`config.mk`:
```
export PLATFORM = sky130hd
export DESIGN_NAME = voice_link_connection_supervisor_core
export DESIGN_NICKNAME = d
export VERILOG_FILES = /design/src/sv/vlcs_pkg.sv /design/src/sv/voice_link_connection_supervisor_core.sv
export SDC_FILE = /design/constraint.sdc
export NUM_CORES = 1
export LEC_CHECK = 0
export BUFFER_PORTS_ARGS = -buffer_cell sky130_fd_sc_hd__buf_2
export CAP_MARGIN = 0
export CELL_PAD_IN_SITES_DETAIL_PLACEMENT = 0
export CELL_PAD_IN_SITES_GLOBAL_PLACEMENT = 1
export CORE_ASPECT_RATIO = 1.1
export CORE_MARGIN = 4
export CORE_UTILIZATION = 47
export DETAILED_ROUTE_END_ITERATION = 8
export PLACE_DENSITY = 0.9
export SLEW_MARGIN = 40
export SYNTH_ARGS = -nofsm -noshare
export SYNTH_HDL_FRONTEND = slang
export SYNTH_SLANG_ARGS = --single-unit
```
`constraint.sdc`:
```
create_clock -name i_clk -period 6.05 [get_ports i_clk]
set_input_delay 0.605 -clock i_clk [delete_from_list [all_inputs] [get_ports i_clk]]
set_output_delay 0.605 -clock i_clk [all_outputs]
set_load 0.03 [all_outputs]
```
`src/sv/vlcs_pkg.sv`:
```
// Shared types and constants for the voice-link connection supervisor.
// Depends on nothing; imported by voice_link_connection_supervisor_core.
package vlcs_pkg;

    // Default width of the millisecond counters
    localparam int unsigned COUNTER_WIDTH_DEF = 16;

    // Width of the period registers the counters are compared against
    localparam int unsigned PERIOD_W = 16;

    // Milliseconds drained from the receive window at each poll
    localparam logic [16:0] RX_DRAIN = 17'd100;

    // Config port geometry
    localparam int unsigned CFG_IDX_W  = 3;
    localparam int unsigned CFG_DATA_W = 16;

    // Stream payload widths (fields packed from bit 0, padded to bytes)
    localparam int unsigned IN_TDATA_W  = 8;
    localparam int unsigned OUT_TDATA_W = 16;

    // Link state codes
    typedef enum logic [1:0] {
        LINK_DISC       = 2'd0,
        LINK_CONNECTING = 2'd1,
        LINK_CONNECTED  = 2'd2
    } t_link_mode;

    // Event codes carried in the cmd field
    typedef enum logic [2:0] {
        CMD_CONNECT    = 3'd0,
        CMD_ACCEPT     = 3'd1,
        CMD_DISCONNECT = 3'd2,
        CMD_BYE_RX     = 3'd3,
        CMD_DESC_RX    = 3'd4,
        CMD_AUDIO_RX   = 3'd5,
        CMD_TICK       = 3'd6
    } t_cmd;

    // Config register indexes
    typedef enum logic [CFG_IDX_W-1:0] {
        REG_KEEP_ALIVE_PERIOD   = 3'd0,
        REG_CONNECTION_TIMEOUT  = 3'd1,
        REG_MAX_CONNECT_RETRIES = 3'd2,
        REG_AUDIO_BLOCK_TIME    = 3'd3,
        REG_RECEIVE_SLACK       = 3'd4,
        REG_RECEIVE_MAX_WINDOW  = 3'd5,
        REG_RECEIVE_POLL_PERIOD = 3'd6
    } t_reg_idx;

endpackage

```
`src/sv/voice_link_connection_supervisor_core.sv`:
```
// Voice-link connection supervisor: link state, keep-alive/timeout timers and
// receive-activity window, one event item per cycle. Depends on vlcs_pkg.
//
//  channel   | dir | handshake             | payload (from bit 0)
//  ----------+-----+-----------------------+--------------------------------------
//  s_axis    | in  | tvalid/tready         | cmd[2:0], send_ok[3], zero[7:4]
//  m_axis    | out | tvalid/tready         | ok, send_description, send_bye,
//            |     |                       | send_station_info, link_state[5:4],
//            |     |                       | state_changed, receiving,
//            |     |                       | receiving_changed, flush_audio, zero
//  i_cfg_*   | in  | write enable, no wait | 16-bit data, index 0..6
//
// Each item passes through the input register and then the result register,
// and one item is taken per cycle while the result register is not stalled;
// the single state-update pass between the two registers sets that rate.
// Synchronous active-low reset clears link state, timers and both stages and
// loads the config defaults. A stalled result register holds the input
// register, which then holds s_axis_tready low.
module voice_link_connection_supervisor_core #(
    parameter int unsigned COUNTER_WIDTH = vlcs_pkg::COUNTER_WIDTH_DEF
) (
    input  logic                               i_clk,
    input  logic                               i_rst_n,
    // input items
    input  logic                               s_axis_tvalid,
    output logic                               s_axis_tready,
    input  logic [vlcs_pkg::IN_TDATA_W-1:0]    s_axis_tdata,   // cmd[2:0], send_ok[3]
    // result items
    output logic                               m_axis_tvalid,
    input  logic                               m_axis_tready,
    output logic [vlcs_pkg::OUT_TDATA_W-1:0]   m_axis_tdata,   // ok, desc, bye, info,
                                                               // link_state[5:4], chg,
                                                               // rx, rx_chg, flush
    // config writes
    input  logic                               i_cfg_wr_en,
    input  logic [vlcs_pkg::CFG_IDX_W-1:0]     i_cfg_idx,
    input  logic [vlcs_pkg::CFG_DATA_W-1:0]    i_cfg_wdata
);
    import vlcs_pkg::*;

    // compare width covers both the counters and the 16-bit periods
    localparam int unsigned CMP_W =
        (COUNTER_WIDTH > PERIOD_W) ? COUNTER_WIDTH : PERIOD_W;

    typedef logic [COUNTER_WIDTH-1:0] t_cnt;

    // saturating increment
    function automatic t_cnt bump(input t_cnt c);
        t_cnt res;
        res = (c == '1) ? c : c + t_cnt'(1);
        return res;
    endfunction

    // config registers
    logic [15:0] r_keep_alive_period;
    logic [15:0] r_connection_timeout;
    logic [7:0]  r_max_connect_retries;
    logic [11:0] r_audio_block_time;
    logic [13:0] r_receive_slack;
    logic [14:0] r_receive_max_window;
    logic [15:0] r_receive_poll_period;

    // link state
    t_link_mode  r_mode,          n_mode;
    logic        r_timers_run,    n_timers_run;
    t_cnt        r_ka_elapsed,    n_ka_elapsed;
    t_cnt        r_to_elapsed,    n_to_elapsed;
    logic [7:0]  r_retry_count,   n_retry_count;
    logic        r_rx_active,     n_rx_active;
    t_cnt        r_poll_elapsed,  n_poll_elapsed;
    logic [16:0] r_window_left,   n_window_left;

    // input and result stages
    logic        r_in_valid;
    t_cmd        r_in_cmd;
    logic        r_in_send_ok;
    logic        r_out_valid;
    logic [OUT_TDATA_W-1:0] n_out_data, r_out_data;

    logic        adv;
    logic        n_ok, n_desc, n_bye, n_rxchg, n_flush, n_drop;
    logic        ka_hit, to_hit, poll_hit;
    logic [17:0] win_sum;
    logic [14:0] win_floor;

    // pipeline handshake
    assign adv           = r_in_valid && (!r_out_valid || m_axis_tready);
    assign s_axis_tready = !r_in_valid || adv;
    assign m_axis_tvalid = r_out_valid;
    assign m_axis_tdata  = r_out_data;

    // incremented counts against their periods
    assign ka_hit   = CMP_W'(bump(r_ka_elapsed))   >= CMP_W'(r_keep_alive_period);
    assign to_hit   = CMP_W'(bump(r_to_elapsed))   >= CMP_W'(r_connection_timeout);
    assign poll_hit = CMP_W'(bump(r_poll_elapsed)) >= CMP_W'(r_receive_poll_period);

    // one event applied to the link state
    always_comb begin
        n_mode         = r_mode;
        n_timers_run   = r_timers_run;
        n_ka_elapsed   = r_ka_elapsed;
        n_to_elapsed   = r_to_elapsed;
        n_retry_count  = r_retry_count;
        n_rx_active    = r_rx_active;
        n_poll_elapsed = r_poll_elapsed;
        n_window_left  = r_window_left;
        n_ok    = 1'b1;
        n_desc  = 1'b0;
        n_bye   = 1'b0;
        n_rxchg = 1'b0;
        n_flush = 1'b0;
        n_drop  = 1'b0;
        win_sum   = 18'(r_window_left) + 18'(r_audio_block_time);
        win_floor = 15'(r_audio_block_time) + 15'(r_receive_slack);

        unique case (r_in_cmd)
            CMD_CONNECT, CMD_ACCEPT: begin
                if (r_mode == LINK_DISC) begin
                    if (r_in_cmd == CMD_CONNECT) n_retry_count = '0;
                    n_desc = 1'b1;
                    n_ok   = r_in_send_ok;
                    if (r_in_send_ok) begin
                        n_timers_run = 1'b1;
                        n_ka_elapsed = '0;
                        n_to_elapsed = '0;
                        n_mode = (r_in_cmd == CMD_CONNECT) ? LINK_CONNECTING
                                                           : LINK_CONNECTED;
                    end
                end
            end
            CMD_DISCONNECT: begin
                if (r_mode != LINK_DISC) begin
                    n_bye  = 1'b1;
                    n_ok   = r_in_send_ok;
                    n_drop = r_in_send_ok;
                end
            end
            CMD_BYE_RX: begin
                if (r_mode != LINK_DISC) n_drop = 1'b1;
                else                     n_bye  = 1'b1;
            end
            CMD_DESC_RX: begin
                if (r_mode == LINK_CONNECTING)  n_mode       = LINK_CONNECTED;
                else if (r_mode == LINK_DISC)   n_bye        = 1'b1;
                else                            n_to_elapsed = '0;
            end
            CMD_AUDIO_RX: begin
                if (r_mode != LINK_DISC) begin
                    // reception start opens the window at the slack plus the audio block time
                    if (!r_rx_active) begin
                        n_rx_active    = 1'b1;
                        n_rxchg        = 1'b1;
                        n_poll_elapsed = '0;
                        win_sum = 18'(r_receive_slack) + 18'(r_audio_block_time);
                    end
                    if (win_sum < 18'(win_floor))
                        n_window_left = 17'(win_floor);
                    else if (win_sum > 18'(r_receive_max_window))
                        n_window_left = 17'(r_receive_max_window);
                    else
                        n_window_left = win_sum[16:0];
                end
            end
            CMD_TICK: begin
                // keep-alive first, then timeout, then receive poll
                if (r_timers_run) begin
                    n_ka_elapsed = bump(r_ka_elapsed);
                    if (ka_hit) begin
                        n_ka_elapsed = '0;
                        if (r_mode == LINK_CONNECTING) begin
                            n_retry_count = r_retry_count + 8'd1;
                            if (n_retry_count == r_max_connect_retries) n_drop = 1'b1;
                        end
                        if (!n_drop) n_desc = 1'b1;
                    end
                    if (!n_drop) begin
                        n_to_elapsed = bump(r_to_elapsed);
                        if (to_hit) n_drop = 1'b1;
                    end
                end
                if (!n_drop && r_rx_active) begin
                    n_poll_elapsed = bump(r_poll_elapsed);
                    if (poll_hit) begin
                        n_poll_elapsed = '0;
                        if (r_window_left <= RX_DRAIN) begin
                            n_rx_active   = 1'b0;
                            n_window_left = '0;
                            n_rxchg       = 1'b1;
                            n_flush       = 1'b1;
                        end else begin
                            n_window_left = r_window_left - RX_DRAIN;
                        end
                    end
                end
            end
            default: ;
        endcase

        // link teardown: ends reception and stops the timers
        if (n_drop) begin
            if (r_rx_active) begin
                n_rx_active    = 1'b0;
                n_poll_elapsed = '0;
                n_window_left  = '0;
                n_rxchg        = 1'b1;
                n_flush        = 1'b1;
            end
            n_timers_run = 1'b0;
            n_ka_elapsed = '0;
            n_to_elapsed = '0;
            n_mode       = LINK_DISC;
        end

        n_out_data = {6'd0, n_flush, n_rxchg, n_rx_active, (n_mode != r_mode),
                      n_mode,
                      (n_mode == LINK_CONNECTED && r_mode != LINK_CONNECTED),
                      n_bye, n_desc, n_ok};
    end

    // config, state and stage registers
    always_ff @(posedge i_clk) begin
        if (!i_rst_n) begin
            r_keep_alive_period   <= 16'd10000;
            r_connection_timeout  <= 16'd50000;
            r_max_connect_retries <= 8'd5;
            r_audio_block_time    <= 12'd80;
            r_receive_slack       <= 14'd500;
            r_receive_max_window  <= 15'd1000;
            r_receive_poll_period <= 16'd100;
            r_mode         <= LINK_DISC;
            r_timers_run   <= 1'b0;
            r_ka_elapsed   <= '0;
            r_to_elapsed   <= '0;
            r_retry_count  <= '0;
            r_rx_active    <= 1'b0;
            r_poll_elapsed <= '0;
            r_window_left  <= '0;
            r_in_valid     <= 1'b0;
            r_out_valid    <= 1'b0;
        end else begin
            if (i_cfg_wr_en) begin
                case (i_cfg_idx)
                    REG_KEEP_ALIVE_PERIOD:   r_keep_alive_period   <= i_cfg_wdata;
                    REG_CONNECTION_TIMEOUT:  r_connection_timeout  <= i_cfg_wdata;
                    REG_MAX_CONNECT_RETRIES: r_max_connect_retries <= i_cfg_wdata[7:0];
                    REG_AUDIO_BLOCK_TIME:    r_audio_block_time    <= i_cfg_wdata[11:0];
                    REG_RECEIVE_SLACK:       r_receive_slack       <= i_cfg_wdata[13:0];
                    REG_RECEIVE_MAX_WINDOW:  r_receive_max_window  <= i_cfg_wdata[14:0];
                    REG_RECEIVE_POLL_PERIOD: r_receive_poll_period <= i_cfg_wdata;
                    default: ;
                endcase
            end
            if (adv) begin
                r_mode         <= n_mode;
                r_timers_run   <= n_timers_run;
                r_ka_elapsed   <= n_ka_elapsed;
                r_to_elapsed   <= n_to_elapsed;
                r_retry_count  <= n_retry_count;
                r_rx_active    <= n_rx_active;
                r_poll_elapsed <= n_poll_elapsed;
                r_window_left  <= n_window_left;
            end
            if (s_axis_tready) r_in_valid <= s_axis_tvalid;
            if (adv)                r_out_valid <= 1'b1;
            else if (m_axis_tready) r_out_valid <= 1'b0;
        end
    end

    // payload registers
    always_ff @(posedge i_clk) begin
        if (s_axis_tready && s_axis_tvalid) begin
            r_in_cmd     <= t_cmd'(s_axis_tdata[2:0]);
            r_in_send_ok <= s_axis_tdata[3];
        end
        if (adv) r_out_data <= n_out_data;
    end

endmodule
```
Yosys cells after proc, flatten, opt, wreduce, memory -nomap -nowiden
Index checks and enable logic that the tools add are counted.
{"block": "totals", "wordCells": 193, "register_bits": 190, "input_bits": 32}
{"block": "op_classes", "addsub": 8, "magnitude_cmp": 6, "eq_ne": 31, "n_mux": 96, "n_reduce_logical": 32}
{"op": "$mux W16", "n": 19}
{"op": "$mux W17", "n": 8}
{"op": "$pmux W16 S2", "n": 2}
{"op": "$mux W18", "n": 3}
{"op": "$add A16 B1 Y16 const B", "n": 3}
{"op": "$eq A16 B16 Y1 const B", "n": 3}
{"op": "$ge A16 B16 Y1", "n": 3}
{"op": "$pmux W16 S3", "n": 1}
{"op": "$mux W1", "n": 44}
{"op": "$mux W8", "n": 5}
{"op": "$pmux W17 S2", "n": 1}
{"op": "$add A17 B12 Y18", "n": 1}
{"op": "$eq A3 B3 Y1 const B", "n": 6}
{"op": "$gt A18 B15 Y1", "n": 1}
{"op": "$lt A18 B15 Y1", "n": 1}
{"op": "$ne A3 B3 Y1 const B", "n": 6}
{"op": "$le A17 B7 Y1 const B", "n": 1}
{"op": "$sub A17 B7 Y17 const B", "n": 1}
{"op": "$pmux W8 S2", "n": 1}
{"op": "$add A12 B14 Y15", "n": 1}
{"op": "$add A14 B12 Y15", "n": 1}
{"op": "$reduce_and A2 Y1", "n": 7}
{"op": "$eq A3 B2 Y1 const B", "n": 4}
{"op": "$ne A2 B2 Y1 const B", "n": 6}
{"op": "23 further kinds", "n": 44}

Longest topological paths before layout
Gate-level depths: netlist (run 1).
{"block": "logic_depth", "depth_word": 19, "depth_mapped": 21, "depth_no_buf": 20}

Worst setup path before layout (run 1)
No wires, ideal clock.
{"block": "synth_timing", "path_type": "reg2reg", "startpoint": "register r_poll_elapsed[3]", "endpoint": "register r_window_left[13]", "setup_ns": 0.120, "arrival_time_ns": 4.566, "slack_ns": 1.364, "t_required_ns": 5.930, "path_stages_with_launch": 19, "n_path_buf": 3, "period_less_slack_ns": 4.686, "cell_sequence": "dfxtp_1 clkbuf_1 and4_1 nand4_1 or4_1 clkbuf_1 or2_1 clkbuf_1 nand2_1 nor2_1 xnor2_1 ha_1 and4_1 o21ai_0 o31ai_1 o211ai_2 o41a_1 a221o_1 a211o_1"}
{"block": "synth_via", "elab_chain_cells": 8, "elab_cells_between_ends": 9, "classes_between": "1 x add/sub; 1 x order compare; 1 x eq/ne; 6 x mux"}
{"element": "start, declared", "line_no": "voice_link_connection_supervisor_core.sv:70", "text": "t_cnt r_poll_elapsed, n_poll_elapsed;"}
{"element": "start signal, assigned", "line_no": "voice_link_connection_supervisor_core.sv:260", "text": "r_poll_elapsed <= n_poll_elapsed;"}
{"element": "$add A16 B1 Y16 or $eq A16 B16 Y1 (tied branches)", "line_no": "voice_link_connection_supervisor_core.sv:50", "text": "res = (c == '1) ? c : c + t_cnt'(1);"}
{"element": "$mux W16 (*)", "line_no": "voice_link_connection_supervisor_core.sv:50"}
{"element": "$ge A16 B16 Y1 (*)", "line_no": "voice_link_connection_supervisor_core.sv:95", "text": "assign poll_hit = CMP_W'(bump(r_poll_elapsed)) >= CMP_W'(r_receive_poll_period);"}
{"element": "$mux W17 (*)", "line_no": "voice_link_connection_supervisor_core.sv:183", "text": "if (poll_hit) begin"}
{"element": "$mux W17 (*)", "line_no": "voice_link_connection_supervisor_core.sv:181", "text": "if (!n_drop && r_rx_active) begin"}
{"element": "$pmux W17 S2 (*)", "line_no": "voice_link_connection_supervisor_core.sv:116", "text": "unique case (r_in_cmd)"}
{"element": "$mux W17", "line_no": "voice_link_connection_supervisor_core.sv:201", "text": "if (r_rx_active) begin"}
{"element": "$mux W17 (*)", "line_no": "voice_link_connection_supervisor_core.sv:200", "text": "if (n_drop) begin"}
{"element": "end signal, assigned", "line_no": "voice_link_connection_supervisor_core.sv:261", "text": "r_window_left <= n_window_left;"}
{"element": "end, declared", "line_no": "voice_link_connection_supervisor_core.sv:71", "text": "logic [16:0] r_window_left, n_window_left;"}
Every way passes the cells marked *; elsewhere a longest branch is shown, timed or not.
A chain may end at the register's enable or synchronous reset.

Worst setup path after layout (run 1)
{"block": "layout_timing", "startpoint": "register r_ka_elapsed[0]", "endpoint": "register r_to_elapsed[12]"}
{"block": "layout_via", "elab_chain_cells": 12, "elab_cells_between_ends": 20, "classes_between": "1 x add/sub; 1 x order compare; 7 x eq/ne; 9 x mux; 2 x reduce/logical"}
{"element": "start, declared", "line_no": "voice_link_connection_supervisor_core.sv:66", "text": "t_cnt r_ka_elapsed, n_ka_elapsed;"}
{"element": "start signal, assigned", "line_no": "voice_link_connection_supervisor_core.sv:256", "text": "r_ka_elapsed <= n_ka_elapsed;"}
{"element": "$add A16 B1 Y16 or $eq A16 B16 Y1 (tied branches)", "line_no": "voice_link_connection_supervisor_core.sv:50"}
{"element": "$mux W16 (*)"}
{"element": "$ge A16 B16 Y1 (*)", "line_no": "voice_link_connection_supervisor_core.sv:93", "text": "assign ka_hit = CMP_W'(bump(r_ka_elapsed)) >= CMP_W'(r_keep_alive_period);"}
{"element": "$mux W1 (*)", "line_no": "voice_link_connection_supervisor_core.sv:168", "text": "if (ka_hit) begin"}
{"element": "$mux W1 (*)", "line_no": "voice_link_connection_supervisor_core.sv:166", "text": "if (r_timers_run) begin"}
{"element": "$mux W1 (*)", "line_no": "voice_link_connection_supervisor_core.sv:116"}
{"element": "$mux W1", "line_no": "voice_link_connection_supervisor_core.sv:176", "text": "if (!n_drop) begin"}
{"element": "$mux W1", "line_no": "voice_link_connection_supervisor_core.sv:166"}
{"element": "$mux W1", "line_no": "voice_link_connection_supervisor_core.sv:116"}
{"element": "$pmux W1 S3", "line_no": "voice_link_connection_supervisor_core.sv:116"}
{"element": "$ne A3 B3 Y1 (no source line) or $reduce_bool A4 Y1 (tied branches)"}
{"element": "$reduce_and A8 Y1 (no source line)"}
{"element": "end signal, assigned", "line_no": "voice_link_connection_supervisor_core.sv:257", "text": "r_to_elapsed <= n_to_elapsed;"}
{"element": "end, declared", "line_no": "voice_link_connection_supervisor_core.sv:67", "text": "t_cnt r_to_elapsed, n_to_elapsed;"}
Every way passes the cells marked *; elsewhere a longest branch is shown, timed or not. The select of a mux whose other input is x is not followed.

==> results.txt, run 1 <==
Die width - 167 µm
Final nets - 1,839
Layout cell share with drive strength beyond 1 - 0.0801
Setup TNS - 0 ns
Max IR drop VDD - 0.000136 V
Status - completed
CTS Hold Bufs - 0
Slowest-stage cell, CP - o311a_1
CP bufs+invs - 3
Post-synth ARST share - 0
Worst Setup Start Kind - register
Worst Path Required - 6.43 ns
CTS tree - yes
Slew HR - 0.441
Most area-consuming cells after synthesis - dfxtp_1 (27%), ha_1 (10%), nand2_1 (8.1%), a21oi_1 (6.6%), edfxtp_1 (3.2%)
Final hold violation count - 0
Vias in the first global route - 11,577
Chip height - 182 µm
Dpl hpwl - 28,100 µm
Layout area overhead - 9.48%
Max Root-Sink Buffers - 2
GRT Total Usage - 0.247
Maxcap violations - 0
Post-Route WL - 38,600 µm
Ys Warns - 0
Largest net degree at the start of global routing - 76
Crit-path max cell delay - 0.45 ns
P per Cell Area - 211 nW/µm²
GRT overflow - 0
Cell mode on critical path - buf_4
DR DRC count - 0
Leading area contributor after synthesis - dfxtp_1
WS Path Type - reg2reg
Mapped Area - 13,000 µm²
Fin util - 0.524
Total chip power - 0.00300 W
Starting DRT DRC Count - 1,003
Root buffer cell - clkbuf_16
Dpl ws - 0.631 ns
Max-slew violation total from the final report - 0
Crit path cell chain - ha_1, nand3_1, nor4_1, buf_4, and3_1, nand3_1, nand2_1, nor2_1, xor2_1, ha_1, o211ai_1, nor3_1, a21oi_1, o31a_1, o311a_1, buf_4, o221a_1, a21o_1, buf_4, nor3_2, a22o_1
Setup-failing EPs final - 0
Pin slew with the least headroom to its limit - 0.833 ns
HP Class - in2reg
Avg Cell Area, Syn - 7.70 µm²
Initial antenna violation count - 4
Top_reg_cell synth - dfxtp_1
Share of the yosys chip area belonging to registers - 0.304
Via count - 12,691
Post-DRT Antenna Nets - 0
Crit-path leading delay family - simple AND/OR/NAND/NOR gates
Worst setup margin - 0.467 ns
Worst Path Arrival - 5.97 ns
Clock skew - 0.0149 ns
Mapped Cells - 1,688
Setup Fix Bufs, Post-CTS - 0
Gpl congestion - 0.944
Inserted Clock Buffers - 17
Ports - 50
Count of state elements after synthesis - 190
Row count - 63
Number of enable flip-flop cells after synthesis - 14
Synth cell types - 90
Fin crit period - 5.58 ns
Post-synth top area share - 0.271
Vias per inst - 6.13
Worst Path Max Fanout - 13
Fmax - 0.179 GHz
CORE AREA - 27,100 µm²
Critical Path End Type - register
Worst-Skew Late Latency - 0.45 ns
Buffers on Ports - 39
Wire per inst - 18.6 µm
Clock sinks - 190
RSZ-0062 raised after global routing - false
Die area - 30,400 µm²
First-pass GRT wire length - 61,500 µm
LEAKAGE - 5.60 nW
Reg clk slew, reported paths - 0.08 ns
TritonRoute pass-1 iters - 5
Starting Density - 0.479
H-tree depth - 4
Final period util - 0.923
==> what timing repair did <==
item | in CTS | in global routing
resized for setup | 0 | 1
setup endpoints to repair | 0 | 2
endpoints found under the hold margin | 0 | 0
==> sequential cells by signal, indices dropped and copies added (netlist names), 2 cells and up <==
register and flops:
r_ka_elapsed 16, r_to_elapsed 16, r_poll_elapsed 16, r_audio_block_time 12, m_axis_tdata 10, r_connection_timeout 16
r_receive_max_window 15, r_receive_slack 14, r_max_connect_retries 8, r_mode 2, r_receive_poll_period 16, r_keep_alive_period 16
r_window_left 17, r_retry_count 8, r_in_cmd 3
==> report_power, final <==
group / total (W) / leakage (nW) / internal (W) / switching, W
sequential: 0.00131 / 1.56 / 0.00129 / 0.0000197
clock: 0.00126 / 0.320 / 0.000670 / 0.000591
combinational: 0.000433 / 3.72 / 0.000144 / 0.000289
total: 0.00300 / 5.60 / 0.00210 / 0.000900
==> synth_stat cells (all sizes together) (7+ instances only) <==
master	count
nand2	279
dfxtp	176
a21oi	172
nor2	108
ha	107
inv	101
o21ai	79
nand3	72
clkbuf	65
xnor2	37
o211ai	36
nor3	34
a21o	26
a31oi	22
nand4	21
xor2	18
a211oi	17
buf	17
and3	16
o21a	16
nor2b	15
or3	15
and2	14
edfxtp	14
nand2b	14
o31ai	13
a22oi	12
mux2	12
mux2i	11
nor4	11
a22o	8
o21bai	7
o31a	7
or2	7
==> through the flow <==
stage	hold WS (ns)	area, µm²	cells
global placement	0.438	13500	2033
global route	0.319	14200	2069
CTS	0.318	14200	2066
finish	0.327	14200	2069
detailed placement	0.447	13500	2034
floorplan	0.432	13000	1693
==> area by class of cell <==
| type | count | area (µm²) |
|---|---|---|
| clock buffer | 19 | 454 |
| fill | 2638 | 12900 |
| inverter | 102 | 385 |
| timing repair buffer | 68 | 425 |
| multi-input combinational | 1319 | 8360 |
| sequential | 190 | 3950 |
| antenna | 1 | 2.50 |
| tap | 357 | 447 |
| clock inverter | 13 | 204 |
==> worst register-to-register path: stages, from the launching register on <==
cell      delay, ns
dfxtp_1        0.44
ha_1           0.23
nand3_1        0.14
nor4_1         0.25
buf_4          0.17
and3_1         0.24
nand3_1        0.41
nand2_1        0.22
nor2_1         0.07
xor2_1         0.16
ha_1           0.31
o211ai_1       0.09
nor3_1         0.20
a21oi_1        0.13
o31a_1         0.40
o311a_1        0.45
buf_4          0.21
o221a_1        0.25
a21o_1         0.26
buf_4          0.22
nor3_2         0.45
a22o_1         0.21
==> layout by cell type, fill, tap and decap left out, types with 37 or more instances in the layout <==
cell type and instances:
nand3_1 72, nor2_1 106, xnor2_1 37, nand2_1 278, o21ai_0 67, ha_1 107, a21oi_1 171, buf_2 39
dfxtp_1 175, inv_1 100
==> path summary, 6_finish.rpt <==
path                                                            start                               endpoint  slack [ns]  depth (start not counted)
worst max-delay path                     r_ka_elapsed[0]$_SDFFE_PN0P_          r_to_elapsed[12]$_SDFFE_PN0P_        0.47                         21
worst min-delay path                                  s_axis_tdata[3]                 r_in_send_ok$_DFFE_PP_        0.33                          1
worst max register to register           r_ka_elapsed[0]$_SDFFE_PN0P_          r_to_elapsed[12]$_SDFFE_PN0P_        0.47                         21
worst min register to register  r_receive_poll_period[8]$_SDFFE_PN0P_  r_receive_poll_period[8]$_SDFFE_PN0P_        0.46                          2
==> metal layers <==
metal | wire (µm) | GRT usage | share of wire | vias to the layer above
met5 | 43 | 0 | 0.0011 | -
met4 | 1030 | 0.0714 | 0.027 | 6
met3 | 2690 | 0.0362 | 0.070 | 90
met2 | 17600 | 0.406 | 0.46 | 486
met1 | 17300 | 0.338 | 0.45 | 6000
li1 | - | - | - | 6109
==> cells by family (layout without fill, tap and decap cells) <==
| kind of cell | Yosys count | in the layout | share of synthesized area |
|---|---|---|---|
| AO/OA/AOI/OAI | 489 | 489 | 0.249 |
| other | 1 | 7 | 0.000289 |
| XOR/XNOR | 55 | 55 | 0.0371 |
| buffers and inverters | 184 | 202 | 0.0568 |
| multiplexers | 23 | 23 | 0.0189 |
| AND/OR/NAND/NOR | 637 | 637 | 0.228 |
| flip-flops | 190 | 190 | 0.304 |
| adder cells (fa/ha/maj) | 109 | 109 | 0.106 |
(Power assumes the default switching activity.)
==> run 2: changes to the inputs <==
--- a/config.mk
+++ b/config.mk
@@ -9,7 +9,7 @@
 export CAP_MARGIN = 0
 export CELL_PAD_IN_SITES_DETAIL_PLACEMENT = 0
 export CELL_PAD_IN_SITES_GLOBAL_PLACEMENT = 1
-export CORE_ASPECT_RATIO = 1.1
+export CORE_ASPECT_RATIO = 2
 export CORE_MARGIN = 4
 export CORE_UTILIZATION = 47
 export DETAILED_ROUTE_END_ITERATION = 8
==> results.txt, run 2 (same netlist as run 1, synthesis figures left out) <==
Status - completed
Maxcap violations - 0
Vias in the first global route - 12,307
Clock sinks - 190
Fmax - 0.177 GHz
Gpl congestion - 0.972
Worst Setup Start Kind - register
Min-Delay Endpoint - r_in_cmd[0]$_DFFE_PP_
Setup TNS - 0 ns
Most common cell after layout, fill and taps aside - nand2_1
Sequential power share - 0.460
Setup Fix Bufs, Post-CTS - 0
Starting Density - 0.479
Inserted Clock Buffers - 17
P per Cell Area - 201 nW/µm²
Die area - 30,500 µm²
Top sig layer - met4
Met2 wire length - 22,500 µm
Fin util - 0.521
Reg clk slew, reported paths - 0.08 ns
Pin slew with the least headroom to its limit - 0.847 ns
Max Root-Sink Buffers - 2
LEAKAGE - 5.56 nW
Reg with most FFs - r_window_left
DRT met1 WL - 14,600 µm
Largest net degree at the start of global routing - 99
Final hold slack - 0.314 ns
GRT overflow - 0
Ports - 50
Worst Path Required - 6.44 ns
GRT Total Usage - 0.271
TritonRoute pass-1 iters - 7
Max reg flops - 17
Net Sw Power - 0.000868 W
Starting DRT DRC Count - 876
Chip height - 243 µm
Initial antenna violation count - 0
Via count - 12,682
Worst Path Max Fanout - 12
Final hold violation count - 0
Row count - 85
Commonest cells after routing, fill and taps aside - nand2_1 (279), dfxtp_1 (176), a21oi_1 (171)
Slowest-stage cell, CP - a31oi_1
# resized after CTS - 0
Hold Path Cell Cnt - 1
Max IR drop VDD - 0.000224 V
Setup slack, reg-to-reg - 0.39 ns
Sw Share - 0.305
Dpl hpwl - 32,100 µm
Worst Reg-to-Reg Cells - 19
Final period util - 0.935
Crit path cell chain - ha_1, nand3_1, nor4_1, buf_4, and3_1, nand3_1, nand3_1, xnor2_1, ha_1, a2111oi_0, o21ai_0, a21oi_1, o31a_1, o311a_1, buf_4, o21ai_1, a31oi_1, o311ai_0, o21ai_1
Worst r2r src - r_ka_elapsed[0]$_SDFFE_PN0P_
Layout cell share with drive strength beyond 1 - 0.0811
Root buffer cell - clkbuf_16
Die width - 126 µm
Fin crit period - 5.66 ns
WS Path Type - reg2reg
Max-slew violation total from the final report - 0
Diode count - 0
Met3 WL - 1340 µm
Clock Power Share - 0.385
Crit-path max cell delay - 0.52 ns
Worst Path Arrival - 6.05 ns
First-pass GRT wire length - 65,300 µm
Worst-Skew Late Latency - 0.46 ns
Crit Reg-Reg Endpoint - r_window_left[0]$_SDFFE_PN0P_
CTS Hold Bufs - 0
Hold path start - s_axis_tdata[0]
Cell mode on critical path - nand3_1
HP Class - in2reg
H-tree depth - 4
Slew HR - 0.435
DR DRC count - 0
RSZ-0062 raised after global routing - false
Post-DRT Antenna Nets - 0
CTS tree - yes
Setup-failing EPs final - 0
Buffers on Ports - 39
Share of total power in combinational logic - 0.155
Final nets - 1,842
Wire per inst - 20.3 µm
CORE AREA - 27,100 µm²
Layout area overhead - 8.69%
Critical Path End Type - register
Vias per inst - 6.15
Clock skew - 0.00831 ns
Int Pwr - 0.00198 W
Post-Route WL - 41,900 µm
-- run 2: cell count changes in the layout (fill, tap and decap cells not counted), sizes merged --
cell and change:
clkinv +3, bufinv -2, clkinvlp +2, buf +4
inv -1, clkbuf -3, diode -1
-- run 2: stage by stage --
| stage | worst slack (ns) | area (µm²) | power [W] | cells |
|---|---|---|---|---|
| 5_1_grt | 0.00579 | 14100 | 0.00295 | 2062 |
| 3_3_place_gp | 0.472 | 13500 | 0.00176 | 2028 |
| 2_1_floorplan | 1.36 | 13000 | 0.00162 | 1693 |
| 4_1_cts | 0.342 | 14100 | 0.00286 | 2061 |
| 6_report | 0.390 | 14100 | 0.00284 | 2062 |
| 3_5_place_dp | 0.401 | 13500 | 0.00177 | 2029 |
-- run 2: final cells by class --
class / count / area (µm²)
well taps: 348 / 435
inverters: 102 / 385
fillers: 2684 / 13000
repair buffers: 71 / 443
multi-input cells: 1319 / 8360
flip-flops and latches: 190 / 3940
clock buffers: 17 / 425
clock inverters: 15 / 126
-- run 2: worst max-delay path, delay by kind of cell, from the launching register on --
family                   cells  cell delay (ns)
AO/OA/AOI/OAI                9             2.80
AND/OR/NAND/NOR              5             1.25
adder cells (fa/ha/maj)      2             0.51
flip-flops                   1             0.43
buffers and inverters        2             0.42
XOR/XNOR                     1             0.16
-- run 2: power by group through the flow --
stage / combinational (W) / clock [W] / sequential, W
2_1_floorplan: 0.000283 / 0 / 0.00134
3_3_place_gp: 0.000425 / 0 / 0.00134
3_5_place_dp: 0.000433 / 0 / 0.00134
4_1_cts: 0.000435 / 0.00111 / 0.00131
5_1_grt: 0.000481 / 0.00116 / 0.00131
6_report: 0.000442 / 0.00109 / 0.00131
-- run 2: worst max path at each step --
stage                                          end                            from  cells after the start
floorplan           r_window_left[13]$_SDFFE_PN0P_  r_poll_elapsed[3]$_SDFFE_PN0P_                     18
global placement     r_window_left[1]$_SDFFE_PN0P_    r_to_elapsed[0]$_SDFFE_PN0P_                     18
detailed placement   r_window_left[0]$_SDFFE_PN0P_    r_to_elapsed[0]$_SDFFE_PN0P_                     18
CTS                   r_to_elapsed[9]$_SDFFE_PN0P_    r_to_elapsed[0]$_SDFFE_PN0P_                     18
global route        r_poll_elapsed[9]$_SDFFE_PN0P_    r_ka_elapsed[0]$_SDFFE_PN0P_                     20
finish               r_window_left[0]$_SDFFE_PN0P_    r_ka_elapsed[0]$_SDFFE_PN0P_                     19
-- run 2: layer usage --
metal / vias to the layer above / track usage
met2: 358 / 0.515
met1: 6065 / 0.256
met3: 154 / 0.0350
met5: - / 0
met4: 0 / 0.212
li1: 6105 / -
==> run 3: changes to the inputs <==
--- a/config.mk
+++ b/config.mk
@@ -5,13 +5,14 @@
 export SDC_FILE = /design/constraint.sdc
 export NUM_CORES = 1
 export LEC_CHECK = 0
+export ABC_AREA = 1
 export BUFFER_PORTS_ARGS = -buffer_cell sky130_fd_sc_hd__buf_2
 export CAP_MARGIN = 0
 export CELL_PAD_IN_SITES_DETAIL_PLACEMENT = 0
 export CELL_PAD_IN_SITES_GLOBAL_PLACEMENT = 1
 export CORE_ASPECT_RATIO = 2
 export CORE_MARGIN = 4
-export CORE_UTILIZATION = 47
+export CORE_UTILIZATION = 45
 export DETAILED_ROUTE_END_ITERATION = 8
 export PLACE_DENSITY = 0.9
 export SLEW_MARGIN = 40
==> constraint.sdc (replaced) <==
create_clock -name i_clk -period 6.05 [get_ports i_clk]
set_input_delay 0.605 -clock i_clk [delete_from_list [all_inputs] [get_ports i_clk]]
set_output_delay 0.605 -clock i_clk [all_outputs]
set_load 0.02 [all_outputs]
==> results.txt, run 3 <==
Status - completed
Fmax - 0.198 GHz
Via count - 14,631
Final period util - 0.835
Worst r2r src - r_ka_elapsed[0]$_SDFFE_PN0P_
Most common cell in the netlist - nand2_1
Critical Path End Type - register
Mapped Area - 14,200 µm²
Vias per inst - 5.45
Setup slack, reg-to-reg - 1.0 ns
Avg Cell Area, Syn - 6.27 µm²
GRT overflow - 0
Hold path start - s_axis_tdata[1]
Reg clk slew, reported paths - 0.07 ns
# resized after CTS - 0
Number of enable flip-flop cells after synthesis - 14
Setup-failing EPs final - 0
Worst-Skew Late Latency - 0.46 ns
Share of the yosys chip area belonging to registers - 0.278
Reg with most FFs - r_window_left
Most frequent cells after synthesis - nand2_1 (593), inv_1 (296), nand3_1 (254)
Crit-path max cell delay - 0.45 ns
CORE AREA - 31,000 µm²
Synth cell types - 49
Pin slew with the least headroom to its limit - 0.835 ns
Mapped Cells - 2,264
Crit Reg-Reg Endpoint - r_to_elapsed[15]$_SDFFE_PN0P_
Leading area contributor after synthesis - dfxtp_1
Worst setup margin - 0.998 ns
CP bufs+invs - 6
RSZ-0062 raised after global routing - false
Worst Path Max Fanout - 23
CTS Hold Bufs - 0
Most area-consuming cells after synthesis - dfxtp_1 (25%), nand2_1 (16%), ha_1 (9.4%), nand3_1 (9.0%), inv_1 (7.8%)
Max Root-Sink Buffers - 2
WS Path Type - reg2reg
H-tree depth - 4
Starting Density - 0.458
Fillers - 3,285
Slew HR - 0.441
Layout cell share with drive strength beyond 1 - 0.0539
LEAKAGE - 6.99 nW
Area of the multi-input gates - 8730 µm²
Ys Warns - 0
GRT Total Usage - 0.270
Vias in the first global route - 14,130
Hold Path Cell Cnt - 1
Starting DRT DRC Count - 1,019
Worst Path Required - 6.40 ns
Die area - 34,600 µm²
Post-Route WL - 46,300 µm
Max IR drop VDD - 0.000190 V
Min-Delay Endpoint - r_in_cmd[1]$_DFFE_PP_
Setup Fix Bufs, Post-CTS - 0
Max-slew violation total from the final report - 0
Largest net degree at the start of global routing - 103
Post-synth top area share - 0.248
Dpl hpwl - 35,200 µm
Slowest-stage cell, CP - nor2_4
Layout area overhead - 7.37%
Diode count - 0
Count of state elements after synthesis - 190
Top_reg_cell synth - dfxtp_1
CTS tree - yes
Initial antenna violation count - 0
Worst Setup Start Kind - register
Final nets - 2,393
Clock skew - 0.00875 ns
Die width - 134 µm
Setup TNS - 0 ns
Ports - 50
TritonRoute pass-1 iters - 6
Register area - 3950 µm²
Crit-path leading delay family - simple AND/OR/NAND/NOR gates
Fin crit period - 5.05 ns
P per Cell Area - 203 nW/µm²
Inserted Clock Buffers - 17
Row count - 91
Post-synth ARST share - 0
Post-DRT Antenna Nets - 0
Final hold violation count - 0
Maxcap violations - 0
Dpl ws - 1.11 ns
Buffers on Ports - 39
DR DRC count - 0
First-pass GRT wire length - 73,500 µm
Wire per inst - 17.3 µm
HP Class - in2reg
Worst Reg-to-Reg Cells - 26
Chip height - 259 µm
Max reg flops - 17
Gpl congestion - 0.961
Most common cell after layout, fill and taps aside - nand2_1
Commonest cells after routing, fill and taps aside - nand2_1 (593), inv_1 (295), nand3_1 (254)
Worst Path Arrival - 5.40 ns
Root buffer cell - clkbuf_16
Clock sinks - 190
[run 3: changes by cell type after synthesis, sizes merged, moves of 33 or more]
| cell | delta |
|---|---|
| nand3 | +183 |
| xnor2 | -33 |
| inv | +201 |
| nor2 | +72 |
| o21ai | +65 |
| nand2 | +324 |
[run 3: area by class of cell]
class                      count  share of cell area
clock buffer                  24              0.0323
inverter                     305              0.0753
timing repair buffer          55              0.0209
sequential                   190               0.259
tap                          418              0.0343
clock inverter                 8             0.00550
multi-input combinational   1683               0.573
[run 3: how the worst max path moves through the flow]
stage | start | slack, ns | end | depth (start not counted)
after CTS | r_ka_elapsed[0]$_SDFFE_PN0P_ | 1.08 | r_to_elapsed[15]$_SDFFE_PN0P_ | 26
final | r_ka_elapsed[0]$_SDFFE_PN0P_ | 1.0 | r_to_elapsed[15]$_SDFFE_PN0P_ | 26
after global routing | r_ka_elapsed[0]$_SDFFE_PN0P_ | 0.51 | r_to_elapsed[15]$_SDFFE_PN0P_ | 26
after global placement | r_ka_elapsed[0]$_SDFFE_PN0P_ | 1.13 | r_to_elapsed[15]$_SDFFE_PN0P_ | 26
after floorplan | r_audio_block_time[0]$_SDFFE_PN0P_ | 2.42 | r_window_left[12]$_SDFFE_PN0P_ | 27
after detailed placement | r_ka_elapsed[0]$_SDFFE_PN0P_ | 1.11 | r_to_elapsed[15]$_SDFFE_PN0P_ | 26
[run 3: power breakdown]
group	internal, W	switching (W)	total, W
registers	0.00130	0.0000285	0.00133
logic	0.000187	0.000438	0.000625
clock network	0.000616	0.000524	0.00114
total	0.00211	0.000991	0.00310
[run 3: cells by family after synthesis]
| group | share of synthesized area |
|---|---|
| flip-flops | 0.278 |
| AND/OR/NAND/NOR | 0.344 |
| XOR/XNOR | 0.0228 |
| buffers and inverters | 0.110 |
| AO/OA/AOI/OAI | 0.149 |
| adder cells (fa/ha/maj) | 0.0971 |
| other | 0.000264 |
[run 3: routing by layer]
| metal | track usage | vias up | wire, µm |
|---|---|---|---|
| li1 | - | 7391 | - |
| met1 | 0.268 | 6676 | 16400 |
| met2 | 0.510 | 410 | 24400 |
| met3 | 0.0237 | 154 | 1540 |
| met4 | 0.209 | 0 | 4060 |
| met5 | 0 | - | 0 |
[run 3: through the flow]
step	instance area, µm²	power (W)	hold WS (ns)	util	cells
after floorplan	14200	0.00179	0.433	-	2269
after global placement	14700	0.00197	0.444	0.473	2651
after detailed placement	14700	0.00198	0.451	0.473	2651
after CTS	15200	0.00311	0.301	0.492	2683
after global routing	15200	0.00324	0.310	0.492	2683
final	15200	0.00310	0.318	0.492	2683
